<file path="src/rtl/b2da_pkg.sv">
// Shared types and constants for the binary to decimal ASCII converter.
package b2da_pkg;

    localparam int VALUE_WIDTH_DEFAULT = 32;
    localparam int DIGIT_CAP           = 19;
    localparam int QUEUE_DEPTH         = 2;
    localparam int CHAR_WIDTH          = 8;
    localparam int KIND_WIDTH          = 2;

    localparam logic [CHAR_WIDTH-1:0] ASCII_ZERO = 8'h30;
    localparam logic [CHAR_WIDTH-1:0] CHAR_NONE  = 8'h00;

    typedef enum logic [KIND_WIDTH-1:0] {
        KIND_NUM  = 2'd0,
        KIND_ZERO = 2'd1,
        KIND_NEG  = 2'd2
    } kind_t;

    typedef enum logic [2:0] {
        ST_IDLE   = 3'd0,
        ST_SINGLE = 3'd1,
        ST_CONV   = 3'd2,
        ST_SKIP   = 3'd3,
        ST_EMIT   = 3'd4
    } state_t;

    // Handshake between the queue and its neighbors.
    typedef struct packed {
        logic valid;
        logic ready;
    } hs_t;

endpackage

</file>
<file path="src/rtl/b2da_front.sv">
// Input stage: takes values, sorts them into negative, zero or positive.
module b2da_front #(
    parameter int VALUE_WIDTH = b2da_pkg::VALUE_WIDTH_DEFAULT
) (
    input  logic                                         s_valid,
    output logic                                         s_ready,
    input  logic signed [VALUE_WIDTH-1:0]                s_value,
    output b2da_pkg::hs_t                                push,
    input  logic                                         push_ready,
    output logic [b2da_pkg::KIND_WIDTH+VALUE_WIDTH-2:0]  push_data
);

    b2da_pkg::kind_t kind;
    logic [VALUE_WIDTH-2:0] mag;

    always_comb begin
        mag = s_value[VALUE_WIDTH-2:0];
        if (s_value[VALUE_WIDTH-1]) begin
            kind = b2da_pkg::KIND_NEG;
        end else if (mag == '0) begin
            kind = b2da_pkg::KIND_ZERO;
        end else begin
            kind = b2da_pkg::KIND_NUM;
        end
    end

    assign s_ready    = push_ready;
    assign push.valid = s_valid;
    assign push.ready = push_ready;
    assign push_data  = {kind, mag};

endmodule

</file>
<file path="src/rtl/b2da_queue.sv">
// Short FIFO between the input stage and the conversion engine.
module b2da_queue #(
    parameter int WIDTH = 8,
    parameter int DEPTH = b2da_pkg::QUEUE_DEPTH
) (
    input  logic               aclk,
    input  logic               aresetn,
    input  b2da_pkg::hs_t      push,
    output logic               push_ready,
    input  logic [WIDTH-1:0]   push_data,
    output b2da_pkg::hs_t      pop,
    input  logic               pop_ready,
    output logic [WIDTH-1:0]   pop_data
);

    localparam int PTR_W = (DEPTH > 1) ? $clog2(DEPTH) : 1;
    localparam int CNT_W = $clog2(DEPTH + 1);

    logic [WIDTH-1:0] mem_reg [DEPTH];
    logic [PTR_W-1:0] wr_ptr_reg, wr_ptr_next;
    logic [PTR_W-1:0] rd_ptr_reg, rd_ptr_next;
    logic [CNT_W-1:0] count_reg, count_next;
    logic             do_push, do_pop;

    assign push_ready = (count_reg != CNT_W'(DEPTH));
    assign do_push    = push.valid && push_ready;
    assign do_pop     = pop.valid && pop_ready;
    assign pop.valid  = (count_reg != '0);
    assign pop.ready  = pop_ready;
    assign pop_data   = mem_reg[rd_ptr_reg];

    always_comb begin
        wr_ptr_next = wr_ptr_reg;
        rd_ptr_next = rd_ptr_reg;
        count_next  = count_reg;
        if (do_push) begin
            wr_ptr_next = (wr_ptr_reg == PTR_W'(DEPTH - 1)) ? '0 : wr_ptr_reg + 1'b1;
        end
        if (do_pop) begin
            rd_ptr_next = (rd_ptr_reg == PTR_W'(DEPTH - 1)) ? '0 : rd_ptr_reg + 1'b1;
        end
        if (do_push && !do_pop) begin
            count_next = count_reg + 1'b1;
        end else if (do_pop && !do_push) begin
            count_next = count_reg - 1'b1;
        end
    end

    always_ff @(posedge aclk) begin
        if (!aresetn) begin
            wr_ptr_reg <= '0;
            rd_ptr_reg <= '0;
            count_reg  <= '0;
        end else begin
            wr_ptr_reg <= wr_ptr_next;
            rd_ptr_reg <= rd_ptr_next;
            count_reg  <= count_next;
        end
    end

    always_ff @(posedge aclk) begin
        if (do_push) begin
            mem_reg[wr_ptr_reg] <= push_data;
        end
    end

endmodule

</file>
<file path="src/rtl/b2da_back.sv">
// Conversion engine: shift-and-add-3 to BCD, then one ASCII digit per transfer.
module b2da_back #(
    parameter int VALUE_WIDTH = b2da_pkg::VALUE_WIDTH_DEFAULT
) (
    input  logic                                         aclk,
    input  logic                                         aresetn,
    input  b2da_pkg::hs_t                                pop,
    output logic                                         pop_ready,
    input  logic [b2da_pkg::KIND_WIDTH+VALUE_WIDTH-2:0]  pop_data,
    output logic                                         m_valid,
    input  logic                                         m_ready,
    output logic [b2da_pkg::CHAR_WIDTH-1:0]              m_digit_char,
    output logic                                         m_is_last,
    output logic                                         m_is_empty
);

    localparam int MAG_W    = VALUE_WIDTH - 1;
    // Decimal digits of the largest positive value, capped.
    localparam int NDIG_RAW = (MAG_W * 30103) / 100000 + 1;
    localparam int NDIG     = (NDIG_RAW > b2da_pkg::DIGIT_CAP) ? b2da_pkg::DIGIT_CAP
                                                                 : NDIG_RAW;
    localparam int BCD_W    = NDIG * 4;
    localparam int BIT_CW   = $clog2(VALUE_WIDTH);
    localparam int DIG_CW   = $clog2(NDIG + 1);

    b2da_pkg::state_t state_reg, state_next;
    logic [MAG_W-1:0]  bin_reg, bin_next;
    logic [BCD_W-1:0]  bcd_reg, bcd_next;
    logic [BCD_W-1:0]  bcd_adj;
    logic [BIT_CW-1:0] bit_cnt_reg, bit_cnt_next;
    logic [DIG_CW-1:0] dig_cnt_reg, dig_cnt_next;
    logic              empty_flag_reg, empty_flag_next;

    logic                           out_valid_reg, out_valid_next;
    logic [b2da_pkg::CHAR_WIDTH-1:0] out_char_reg, out_char_next;
    logic                           out_last_reg, out_last_next;
    logic                           out_empty_reg, out_empty_next;

    b2da_pkg::kind_t  q_kind;
    logic [MAG_W-1:0] q_mag;
    logic [3:0]       top_digit;
    logic             out_free;

    assign q_kind    = b2da_pkg::kind_t'(pop_data[b2da_pkg::KIND_WIDTH+MAG_W-1:MAG_W]);
    assign q_mag     = pop_data[MAG_W-1:0];
    assign top_digit = bcd_reg[BCD_W-1 -: 4];
    assign out_free  = !out_valid_reg || m_ready;

    // add 3 to every BCD digit of 5 or more before the shift
    always_comb begin
        bcd_adj = bcd_reg;
        for (int i = 0; i < NDIG; i++) begin
            if (bcd_reg[i*4 +: 4] >= 4'd5) begin
                bcd_adj[i*4 +: 4] = bcd_reg[i*4 +: 4] + 4'd3;
            end
        end
    end

    always_comb begin
        state_next      = state_reg;
        bin_next        = bin_reg;
        bcd_next        = bcd_reg;
        bit_cnt_next    = bit_cnt_reg;
        dig_cnt_next    = dig_cnt_reg;
        empty_flag_next = empty_flag_reg;
        pop_ready       = 1'b0;
        out_valid_next  = out_valid_reg && !m_ready;
        out_char_next   = out_char_reg;
        out_last_next   = out_last_reg;
        out_empty_next  = out_empty_reg;

        case (state_reg)
            b2da_pkg::ST_IDLE: begin
                pop_ready = 1'b1;
                if (pop.valid) begin
                    case (q_kind)
                        b2da_pkg::KIND_NEG: begin
                            empty_flag_next = 1'b1;
                            state_next      = b2da_pkg::ST_SINGLE;
                        end
                        b2da_pkg::KIND_ZERO: begin
                            empty_flag_next = 1'b0;
                            state_next      = b2da_pkg::ST_SINGLE;
                        end
                        default: begin
                            bin_next     = q_mag;
                            bcd_next     = '0;
                            bit_cnt_next = BIT_CW'(MAG_W);
                            state_next   = b2da_pkg::ST_CONV;
                        end
                    endcase
                end
            end
            b2da_pkg::ST_SINGLE: begin
                if (out_free) begin
                    out_valid_next = 1'b1;
                    out_char_next  = empty_flag_reg ? b2da_pkg::CHAR_NONE : b2da_pkg::ASCII_ZERO;
                    out_last_next  = 1'b1;
                    out_empty_next = empty_flag_reg;
                    state_next     = b2da_pkg::ST_IDLE;
                end
            end
            b2da_pkg::ST_CONV: begin
                bcd_next     = {bcd_adj[BCD_W-2:0], bin_reg[MAG_W-1]};
                bin_next     = bin_reg << 1;
                bit_cnt_next = bit_cnt_reg - 1'b1;
                if (bit_cnt_reg == BIT_CW'(1)) begin
                    dig_cnt_next = DIG_CW'(NDIG);
                    state_next   = b2da_pkg::ST_SKIP;
                end
            end
            b2da_pkg::ST_SKIP: begin
                // drop leading zero digits, always keep the last one
                if (top_digit == 4'd0 && dig_cnt_reg != DIG_CW'(1)) begin
                    bcd_next     = bcd_reg << 4;
                    dig_cnt_next = dig_cnt_reg - 1'b1;
                end else begin
                    state_next = b2da_pkg::ST_EMIT;
                end
            end
            b2da_pkg::ST_EMIT: begin
                if (out_free) begin
                    out_valid_next = 1'b1;
                    out_char_next  = b2da_pkg::ASCII_ZERO + {4'd0, top_digit};
                    out_last_next  = (dig_cnt_reg == DIG_CW'(1));
                    out_empty_next = 1'b0;
                    bcd_next       = bcd_reg << 4;
                    dig_cnt_next   = dig_cnt_reg - 1'b1;
                    if (dig_cnt_reg == DIG_CW'(1)) begin
                        state_next = b2da_pkg::ST_IDLE;
                    end
                end
            end
            default: begin
                state_next = b2da_pkg::ST_IDLE;
            end
        endcase
    end

    always_ff @(posedge aclk) begin
        if (!aresetn) begin
            state_reg     <= b2da_pkg::ST_IDLE;
            out_valid_reg <= 1'b0;
        end else begin
            state_reg     <= state_next;
            out_valid_reg <= out_valid_next;
        end
    end

    always_ff @(posedge aclk) begin
        bin_reg        <= bin_next;
        bcd_reg        <= bcd_next;
        bit_cnt_reg    <= bit_cnt_next;
        dig_cnt_reg    <= dig_cnt_next;
        empty_flag_reg <= empty_flag_next;
        out_char_reg   <= out_char_next;
        out_last_reg   <= out_last_next;
        out_empty_reg  <= out_empty_next;
    end

    assign m_valid      = out_valid_reg;
    assign m_digit_char = out_char_reg;
    assign m_is_last    = out_last_reg;
    assign m_is_empty   = out_empty_reg;

endmodule

</file>
<file path="src/rtl/binary_to_decimal_ascii_core.sv">
// Top level of the binary to decimal ASCII converter.
// Converts a signed VALUE_WIDTH-bit integer to its decimal text, one ASCII digit per
// output transfer, most significant first, m_is_last on the final digit. Zero gives
// a single '0'; a negative value gives one transfer with m_is_empty set, a character
// of 0 and m_is_last set. A positive value leaves the queue, goes through
// shift-and-add-3 over its VALUE_WIDTH-1 magnitude bits in the conversion engine,
// drops its leading zero digits and then sends its digits. Dropped and sent digits
// always add up to the digit capacity. A two-entry queue lets the input side take
// new values while the engine is busy.
module binary_to_decimal_ascii_core #(
    parameter int VALUE_WIDTH = b2da_pkg::VALUE_WIDTH_DEFAULT
) (
    input  logic                                 aclk,
    input  logic                                 aresetn,
    input  logic                                 s_valid,
    output logic                                 s_ready,
    input  logic signed [VALUE_WIDTH-1:0]        s_value,
    output logic                                 m_valid,
    input  logic                                 m_ready,
    output logic [b2da_pkg::CHAR_WIDTH-1:0]      m_digit_char,
    output logic                                 m_is_last,
    output logic                                 m_is_empty
);

    localparam int ENTRY_W = b2da_pkg::KIND_WIDTH + VALUE_WIDTH - 1;

    b2da_pkg::hs_t      push, pop;
    logic               push_ready, pop_ready;
    logic [ENTRY_W-1:0] push_data, pop_data;

    b2da_front #(
        .VALUE_WIDTH(VALUE_WIDTH)
    ) u_front (
        .s_valid    (s_valid),
        .s_ready    (s_ready),
        .s_value    (s_value),
        .push       (push),
        .push_ready (push_ready),
        .push_data  (push_data)
    );

    b2da_queue #(
        .WIDTH(ENTRY_W),
        .DEPTH(b2da_pkg::QUEUE_DEPTH)
    ) u_queue (
        .aclk       (aclk),
        .aresetn    (aresetn),
        .push       (push),
        .push_ready (push_ready),
        .push_data  (push_data),
        .pop        (pop),
        .pop_ready  (pop_ready),
        .pop_data   (pop_data)
    );

    b2da_back #(
        .VALUE_WIDTH(VALUE_WIDTH)
    ) u_back (
        .aclk         (aclk),
        .aresetn      (aresetn),
        .pop          (pop),
        .pop_ready    (pop_ready),
        .pop_data     (pop_data),
        .m_valid      (m_valid),
        .m_ready      (m_ready),
        .m_digit_char (m_digit_char),
        .m_is_last    (m_is_last),
        .m_is_empty   (m_is_empty)
    );

endmodule

</file>
<file path="config.mk">
export PLATFORM = sky130hd
export DESIGN_NAME = binary_to_decimal_ascii_core
export DESIGN_NICKNAME = d
export VERILOG_FILES = /design/src/rtl/b2da_pkg.sv /design/src/rtl/b2da_front.sv /design/src/rtl/b2da_queue.sv /design/src/rtl/b2da_back.sv /design/src/rtl/binary_to_decimal_ascii_core.sv
export SDC_FILE = /design/constraint.sdc
export NUM_CORES = 1
export LEC_CHECK = 0
export CORE_ASPECT_RATIO = 0.75
export CORE_MARGIN = 2
export CORE_UTILIZATION = 60
export CTS_BUF_LIST = sky130_fd_sc_hd__clkbuf_16
export DETAILED_ROUTE_END_ITERATION = 16
export DONT_BUFFER_PORTS = 1
export GPL_TIMING_DRIVEN = 0
export PLACE_DENSITY = 0.79
export SLEW_MARGIN = 20
export SYNTH_ARGS = -nofsm -noshare
export SYNTH_HDL_FRONTEND = slang
export SYNTH_SLANG_ARGS = --single-unit
export TNS_END_PERCENT = 5
</file>
<file path="constraint.sdc">
create_clock -name aclk -period 6 [get_ports aclk]
set_clock_uncertainty 0.2 [all_clocks]
set_input_delay 1.2 -clock aclk [delete_from_list [all_inputs] [get_ports aclk]]
set_output_delay 1.2 -clock aclk [all_outputs]
set_load 0.02 [all_outputs]
</file>
==> results.json <==
{
  "status": "complete, no violations",
  "fmax_ghz": 0.319,
  "cts_hold_buf": 0,
  "setup_ws_ns": 2.87,
  "ys_warn_count": 0,
  "ys_types": 50,
  "fin_tns_setup_ns": 0,
  "synth_fa_ha_area_frac": 0.0444,
  "synth_edf_count": 154,
  "netlist_instances": 591,
  "hold_path_class": "flop to flop",
  "fillCellCount": 820,
  "grt-ovfl-total": 0,
  "seq_area_frac_synth": 0.631,
  "synth-async-reset-ratio": 0,
  "core_sq_um": 12300,
  "synth_xor_area_frac": 0.0219,
  "r2r_cells": 9,
  "r2r_setup_slack_ns": 2.87,
  "cp-start-kind": "flop",
  "end_kind": "flop",
  "path_class": "flop to flop",
  "grt.met3_usage": 0.0410,
  "slew_headroom": 0.468,
  "cts_tree": "done",
  "clock_path_buffers": 2,
  "largest_register_ffs": 66,
  "dieArea_sq_um": 13600,
  "timing_worst_slew_pin_value_ns": 0.795,
  "fin_crit_ns": 3.13,
  "ys_ff_latch": 163,
  "synthFlopType": "edfxtp_1",
  "drt_iter0_markers": 468,
  "synth_compound_area_frac": 0.109,
  "post_drt_via_cell_ratio": 6.07,
  "path_max_fanout": 23,
  "syn_area_sq_um": 7610,
  "hold_viol": 0,
  "vias": 4823,
  "final_common_cell": "edfxtp_1",
  "crit_arrival_ns": 3.06,
  "worstPathRequired_ns": 5.93,
  "layout.area.seq_sq_um": 4800,
  "avgSynthCellArea_sq_um": 12.9,
  "met1_usage": 0.291,
  "gr-max-usage-layer": "met2",
  "cts_resized": 0,
  "grt_first_pass_wirelength_mm": 24.0,
  "die_h_um": 102,
  "nets": 678,
  "postCtsSetupBuffers": 0,
  "cts.sinks": 163,
  "r2r-end": "u_back.bcd_reg[11]",
  "wirelength_mm": 15.2,
  "grt_max_degree": 33,
  "postRouteAntennaNets": 0,
  "rsz0062_at_grt": "no",
  "finalSetupViolCount": 0,
  "crit_path_end": "u_back.bcd_reg[11]",
  "cts_buffers": 17,
  "port-buffer-count": 0,
  "gp_congestion": 0.841,
  "synthSimpleGateAreaFrac": 0.0988,
  "antenna_found_initial": 0,
  "diodes": 0,
  "ir_drop_mv": 0.315,
  "die_w_um": 134,
  "wl_per_cell_um": 19.2,
  "cts_root_buffer": "clkbuf_16",
  "drc": 0,
  "synthMuxAreaShare": 0.0567,
  "synth_top_family_by_area": "compound AO/OA/AOI/OAI gates",
  "io_pins": 48,
  "final_cell_mix": "edfxtp_1 (154), nand2_1 (67), mux2i_1 (42)",
  "grtUsageMet2": 0.408,
  "drt_pass1_iterations": 5,
  "insertion_delay_ns": 0.43,
  "clk_pin_slew_worst_paths_ns": 0.06,
  "dp_hpwl_mm": 10.2,
  "finalCritPeriodShare": 0.522,
  "cts_max_level": 4,
  "fp-row-count": 35,
  "layout-drive-gt1-share": 0.113,
  "grt_pass1_vias": 4936,
  "timing.max_cap.violations": 0,
  "leakagePower_nw": 3.00,
  "area_delta_synth_final_pct": 12.7,
  "grt.total_usage": 0.233,
  "drv_slew": 0,
  "multi_input_area_sq_um": 2560,
  "p_per_area_nw_per_um2": 558,
  "pre_cts_ws_ns": 2.91,
  "start_util": 0.617
}
-- logic make-up (layout without fill, tap and decap cells) --
kind of cell	Yosys count	in the layout
multiplexers	43	43
other	1	2
adder cells (fa/ha/maj)	27	27
flip-flops	163	163
AO/OA/AOI/OAI	130	130
AND/OR/NAND/NOR	146	146
XOR/XNOR	19	19
buffers and inverters	62	98
-- how the worst min path moves through the flow --
stage               depth (start not counted)             startpoint            endpoint  slack (ns)
floorplan                                   2  u_back.empty_flag_reg   u_back.m_is_empty        0.29
global placement                            2     u_back.bin_reg[18]  u_back.bin_reg[19]        0.31
detailed placement                          2     u_back.bin_reg[20]  u_back.bin_reg[21]        0.32
CTS                                         2     u_back.bin_reg[29]  u_back.bin_reg[30]        0.33
global route                                2      u_back.bin_reg[4]   u_back.bin_reg[5]        0.36
finish                                      1     u_back.bin_reg[30]   u_back.bcd_reg[0]        0.34
-- critical path, stage by stage (launching register included) --
cell      delay, ns
dfxtp_1        0.34
clkbuf_1       0.33
buf_2          0.39
mux2i_1        0.14
ha_1           0.33
o21ai_0        0.10
a21o_1         0.19
a21oi_1        0.17
o21bai_4       0.39
buf_16         0.24
-- cell usage after synthesis (2+ instances only) --
cell      number  area share
nor3b_1       11       0.011
buf_4          7      0.0069
a41oi_2        5       0.011
xor2_1         3      0.0035
o211ai_1       2      0.0020
nor2_1        12      0.0059
a22o_1         9       0.010
nand3_1        2      0.0013
xnor2_1       16       0.018
nand4_1        2      0.0016
nand2_1       67       0.033
ha_1          27       0.044
nor2b_1        4      0.0033
a21o_1         2      0.0020
buf_2         11      0.0072
and3_1         7      0.0058
inv_1         34       0.017
clkbuf_1       8      0.0039
o21ai_1       37       0.024
mux2i_1       42       0.055
nor3b_2        2      0.0033
a22oi_1        2      0.0020
edfxtp_1     154        0.61
nor3_1         3      0.0020
o21ai_0       26       0.017
o21a_1         2      0.0020
nand2b_1      11      0.0090
dfxtp_1        9       0.024
a21oi_1       29       0.019
buf_6          2      0.0030
nor4_1         9      0.0074
a31oi_1        2      0.0016
o32ai_1        6      0.0069
and2_1        10      0.0082
-- report_power, final --
part           total (mW)  internal [mW]  leakage (nW)  switching, mW
Clock                1.14          0.667         0.299          0.470
Combinational        1.57          0.609          1.19          0.957
Sequential           2.08           1.81          1.51          0.272
-- through the flow --
| stage | power, mW | instances | utilization | instance area, sq um | hold WS, ns |
|---|---|---|---|---|---|
| floorplan | 3.14 | 592 | - | 7620 | 0.292 |
| global placement | 3.44 | 758 | 0.634 | 7830 | 0.305 |
| detailed placement | 3.63 | 762 | 0.644 | 7960 | 0.316 |
| CTS | 4.77 | 794 | 0.695 | 8580 | 0.334 |
| global route | 5.02 | 794 | 0.695 | 8580 | 0.357 |
| finish | 4.79 | 794 | 0.695 | 8580 | 0.336 |
-- area by class of cell --
cell class	instances	share of cell area
buffer	28	0.0187
clock buffer	17	0.0496
clock inverter	15	0.0226
inverter	34	0.0149
multi-input combinational	367	0.298
sequential	163	0.560
tap	166	0.0242
timing repair buffer	4	0.0120
-- routing by layer --
layer / part of all wire / vias up
met5: 0 / -
met4: 0.016 / 0
met3: 0.048 / 31
met2: 0.51 / 159
met1: 0.43 / 2403
li1: - / 2230
Note: power is estimated with default switching activity, not from simulation.
